**config.mk**
```make
export PLATFORM = sky130hd
export DESIGN_NAME = pqh_decide
export DESIGN_NICKNAME = d
export VERILOG_FILES = /design/src/rtl/pqh_pkg.sv /design/src/rtl/pqh_decide.sv
export SDC_FILE = /design/constraint.sdc
export NUM_CORES = 1
export LEC_CHECK = 0
export BUFFER_PORTS_ARGS = -buffer_cell sky130_fd_sc_hd__buf_2
export CAP_MARGIN = 20
export CORE_MARGIN = 5
export CORE_UTILIZATION = 35
export DETAILED_ROUTE_END_ITERATION = 8
export GPL_TIMING_DRIVEN = 0
export MAX_ROUTING_LAYER = met4
export PLACE_DENSITY_LB_ADDON = 0.08
export SYNTH_ARGS = -nofsm -noshare
export SYNTH_HDL_FRONTEND = slang
export SYNTH_SLANG_ARGS = --single-unit
```
**constraint.sdc**
```tcl
create_clock -name vclk -period 2.04
set_input_delay 0.204 -clock vclk [all_inputs]
set_output_delay 0.204 -clock vclk [all_outputs]
set_load 0.02 [all_outputs]
```
**src/rtl/pqh_pkg.sv**
```systemverilog
// Shared types, index tables and helpers for the quad hull classifier.
// No dependencies.
package pqh_pkg;

    // Pairs of hull points, ordered (0,1) (0,2) (0,3) (1,2) (1,3) (2,3).
    localparam int NUM_PAIRS = 6;
    localparam int PAIR_A [NUM_PAIRS] = '{0, 0, 0, 1, 1, 2};
    localparam int PAIR_B [NUM_PAIRS] = '{1, 2, 3, 2, 3, 3};

    // Triples named by the point they leave out, members in ascending order.
    localparam int TRI_A [4] = '{1, 0, 0, 0};
    localparam int TRI_B [4] = '{2, 2, 1, 1};
    localparam int TRI_C [4] = '{3, 3, 3, 2};

    localparam logic [1:0] SGN_ZERO = 2'b00;
    localparam logic [1:0] SGN_POS  = 2'b01;
    localparam logic [1:0] SGN_NEG  = 2'b11;

    typedef enum logic [1:0] {
        CLS_OUTSIDE  = 2'd0,
        CLS_BOUNDARY = 2'd1,
        CLS_INSIDE   = 2'd2
    } t_class;

    // Orientation signs and compare flags handed from the arithmetic to the decision.
    typedef struct packed {
        logic [3:0][1:0] tri_s;   // orientation of each triple, by left-out point
        logic [5:0][1:0] oq_s;    // orientation of q against each pair, low index first
        logic            box_out; // q outside bounding box
        logic [5:0]      wx;      // q.x within the pair's x range
        logic [5:0]      wy;      // q.y within the pair's y range
        logic [3:0]      peq;     // q equals point
        logic [3:0][2:0] seg;     // extreme pair of each triple if it is flat
        logic [3:0]      pt_only; // flat triple collapses to one point
    } t_geo;

    function automatic int pair_idx(input int i, input int j);
        int lo, hi;
        lo = (i < j) ? i : j;
        hi = (i < j) ? j : i;
        if (lo == 0) return hi - 1;
        else if (lo == 1) return hi + 1;
        else return 5;
    endfunction

    function automatic logic [1:0] sgn_neg(input logic [1:0] s);
        return 2'(-s);
    endfunction

endpackage

```
**src/rtl/pqh_decide.sv**
```systemverilog
// Hull membership and boundary decision from orientation signs and flags.
// Depends on pqh_pkg.
module pqh_decide (
    input  pqh_pkg::t_geo   i_geo,
    output pqh_pkg::t_class o_class
);
    import pqh_pkg::*;

    function automatic logic [1:0] ori(input t_geo g, input int i, input int j, input int k);
        int inv;
        inv = int'(i > j) + int'(i > k) + int'(j > k);
        return inv[0] ? sgn_neg(g.tri_s[6 - i - j - k]) : g.tri_s[6 - i - j - k];
    endfunction

    function automatic logic [1:0] oq(input t_geo g, input int i, input int j);
        return (i < j) ? g.oq_s[pair_idx(i, j)] : sgn_neg(g.oq_s[pair_idx(i, j)]);
    endfunction

    function automatic logic on_seg(input t_geo g, input int k);
        return g.oq_s[k] == SGN_ZERO && g.wx[k] && g.wy[k];
    endfunction

    always_comb begin
        logic [1:0] s0, s1, s2;
        logic [3:0] in_tri;
        logic       flat, edge_hit;
        int         o0, o1;
        s0 = SGN_ZERO;
        s1 = SGN_ZERO;
        s2 = SGN_ZERO;
        o0 = -1;
        o1 = -1;
        for (int m = 0; m < 4; m++) begin
            if (i_geo.tri_s[m] == SGN_ZERO) begin
                in_tri[m] = i_geo.pt_only[m] ? i_geo.peq[TRI_A[m]]
                                             : on_seg(i_geo, int'(i_geo.seg[m]));
            end else begin
                s0 = oq(i_geo, TRI_A[m], TRI_B[m]);
                s1 = oq(i_geo, TRI_B[m], TRI_C[m]);
                s2 = oq(i_geo, TRI_C[m], TRI_A[m]);
                in_tri[m] = (s0 != SGN_NEG && s1 != SGN_NEG && s2 != SGN_NEG)
                         || (s0 != SGN_POS && s1 != SGN_POS && s2 != SGN_POS);
            end
        end
        flat = (i_geo.tri_s == '0);
        // boundary when q sits on a pair that has no points strictly on both sides
        edge_hit = 1'b0;
        for (int k = 0; k < NUM_PAIRS; k++) begin
            o0 = -1;
            o1 = -1;
            for (int t = 0; t < 4; t++) begin
                if (t != PAIR_A[k] && t != PAIR_B[k]) begin
                    if (o0 < 0) o0 = t;
                    else o1 = t;
                end
            end
            s1 = ori(i_geo, PAIR_A[k], PAIR_B[k], o0);
            s2 = ori(i_geo, PAIR_A[k], PAIR_B[k], o1);
            if (!((s1 == SGN_POS && s2 == SGN_NEG) || (s1 == SGN_NEG && s2 == SGN_POS))
                && on_seg(i_geo, k)) begin
                edge_hit = 1'b1;
            end
        end
        if (i_geo.box_out || in_tri == '0) begin
            o_class = CLS_OUTSIDE;
        end else if (flat || edge_hit) begin
            o_class = CLS_BOUNDARY;
        end else begin
            o_class = CLS_INSIDE;
        end
    end

endmodule

```
==> metrics.txt <==
Commonest cells post-synth 12 x nor2_1, 8 x nand3_1, 7 x inv_1, 7 x nor3_1; leakage 0.520 nW; die height 55.5 um; outcome complete, but fails checks; Max Clk Rate 488 MHz; post-synthesis cell area 724 um2; Seq Cell Count 0; P&R area growth vs syn 68.7%; Crit Path Category primary input to primary output; failing checks setup timing; Synth area leaders mux4_2 6.2%, nor2_1 6.2%, nand3_1 5.5%; first-pass GRT wire length 4400 um; Crit. Startpoint i_geo[34]; Total GRT Usage 17.2%; HPWL after detailed placement 2210 um; Slew Viols, Final 0; crit share post-route 100%; final worst path period need 2050 ps; Post-Syn Instances 102; Diodes inserted 0; wire length per cell 14.9 um; most frequent cell after synthesis nor2_1; PortBufs 51; Syn Area/Cell 7.10 um2; Fin. Hold Viols 0; Worst setup EP type primary output; Final ANT Viol Nets 0; Clock Power Share 0%; Pwr per Cell Area 178 nW/um2; num rows 16; area leader, netlist mux4_2; placed insts 180; post-detailed-route via-to-cell ratio 5.69; Seq pwr share 0%; # fillers 202; chip width 55.5 um; relative slew slack 75.6%; switching share of power 48.5%; DRC viols 0; CP arrival 1850 ps; starting density of the core 36.9%; Synth warnings 0; maxcap violations 0; type of origin of the critical path primary input; fin util 62.3%; Core ar. 1960 um2; Hold Path Class primary input to primary output; First-pass DRT Iterations 4; via count 1081; clock buffer count 0; P_int 0.000112 W; Post-CTS Hold Buffers 0; IR drop worst, VDD 99.1 uV; Distinct cells, synth 41; setup TNS after final layout -9.11 ps; GPL Wtd Cong 0.903; Power, Total 0.000218 W; Post-Syn Nets 155; Final Setup Violations 1; Psw 0.000106 W; Comb power frac 100.0%; Synth top area share 6.22%; antenna violations before repair 0; fin nets 218; final WL 2830 um; remaining global-route overflow 0; RSZ-0062 raised after global routing true; register area share after synthesis 0%; die area 3080 um2; Max FO, Critical Path 4; Worst Max-Slew Pin Slew 363 ps; Starting DRT DRC Count 23; vias in the first global route 1013; hold_sp i_geo[32]; largest net degree at the start of global routing 7; final setup margin -9.11 ps; FF+latch area 0 um2; ratio of cells with drive above 1 in the final layout 51.5%; Ports 55; fin cells 190; worst path required time 1840 ps
-- repair_timing --
| action | in CTS | in global routing |
|---|---|---|
| resized for setup | 12 | 16 |
| setup buffers | 3 | 7 |
| pin swaps | 4 | 10 |
| setup endpoints to repair | 2 | 2 |
| gates cloned | 0 | 0 |
| hold endpoints to repair | 0 | 0 |
-- cell families after synthesis --
kind of cell	count (synthesis)	share of synthesized area (%)
and+or+nand+nor	53	46.8
xor gates and xnor gates	6	7.25
AOI/OAI and AO/OA	28	29.0
muxes	6	12.1
buffers and inverters	9	4.84
-- area by class of cell --
cell class         count  area [um2]  area share, %
multi-input cells     93         769           62.9
well taps             27        33.8           2.76
repair buffers        61         384           31.4
inverters              7        26.3           2.15
plain buffers          2        8.76          0.716
-- per-stage QoR --
| step | cell area (um2) | hold slack [ps] | setup WS [ps] |
|---|---|---|---|
| detailed placement | 1010 | 674 | -177 |
| global placement | 1010 | 670 | -175 |
| floorplan | 724 | 487 | 15.6 |
| CTS | 1100 | 677 | -75.9 |
| finish | 1220 | 672 | -9.11 |
| global route | 1220 | 684 | -132 |
-- final timing paths --
kind	to	slack, ps	cells past startpoint
worst max-delay path	o_class[0]	-9	8
worst min-delay path	o_class[0]	670	3
-- layer usage --
| layer | wire length [um] | GRT usage [%] |
|---|---|---|
| met3 | 182 | 2.10 |
| met5 | 0 | - |
| met4 | 0 | 0.694 |
| met1 | 1160 | 21.1 |
| met2 | 1490 | 31.6 |
-- layout by cell type, fill, tap and decap left out, types with 2 or more instances in the layout --
cell type  instances
mux4_2             2
nor2b_1            4
nor3_2             2
buf_4             10
a22oi_1            2
and4bb_4           4
a311o_1            2
buf_2             44
mux2i_1            2
inv_1              6
xnor2_1            2
o21ai_0            3
xor2_1             4
a21oi_1            3
mux2_2             2
nor4b_1            2
nand4bb_4          2
nor3_1             5
a211oi_1           3
buf_6              7
nand2b_1           3
nand3_1            7
a31oi_1            4
nand2_1            4
nor2_1            10
-- worst max-delay path, cell delays in order --
cell and delay [ps]:
buf_6 100, and4bb_4 370, inv_2 30, mux4_2 450
o22ai_2 150, o211ai_1 130, a211oi_1 220, buf_2 200
-- power by group through the flow --
stage	sequential [W]	combinational (W)	clock, W
global placement	0	0.000177	0
finish	0	0.000218	0
detailed placement	0	0.000180	0
CTS	0	0.000196	0
global route	0	0.000237	0
floorplan	0	0.0000947	0
Power figures use the tool's default switching activity.
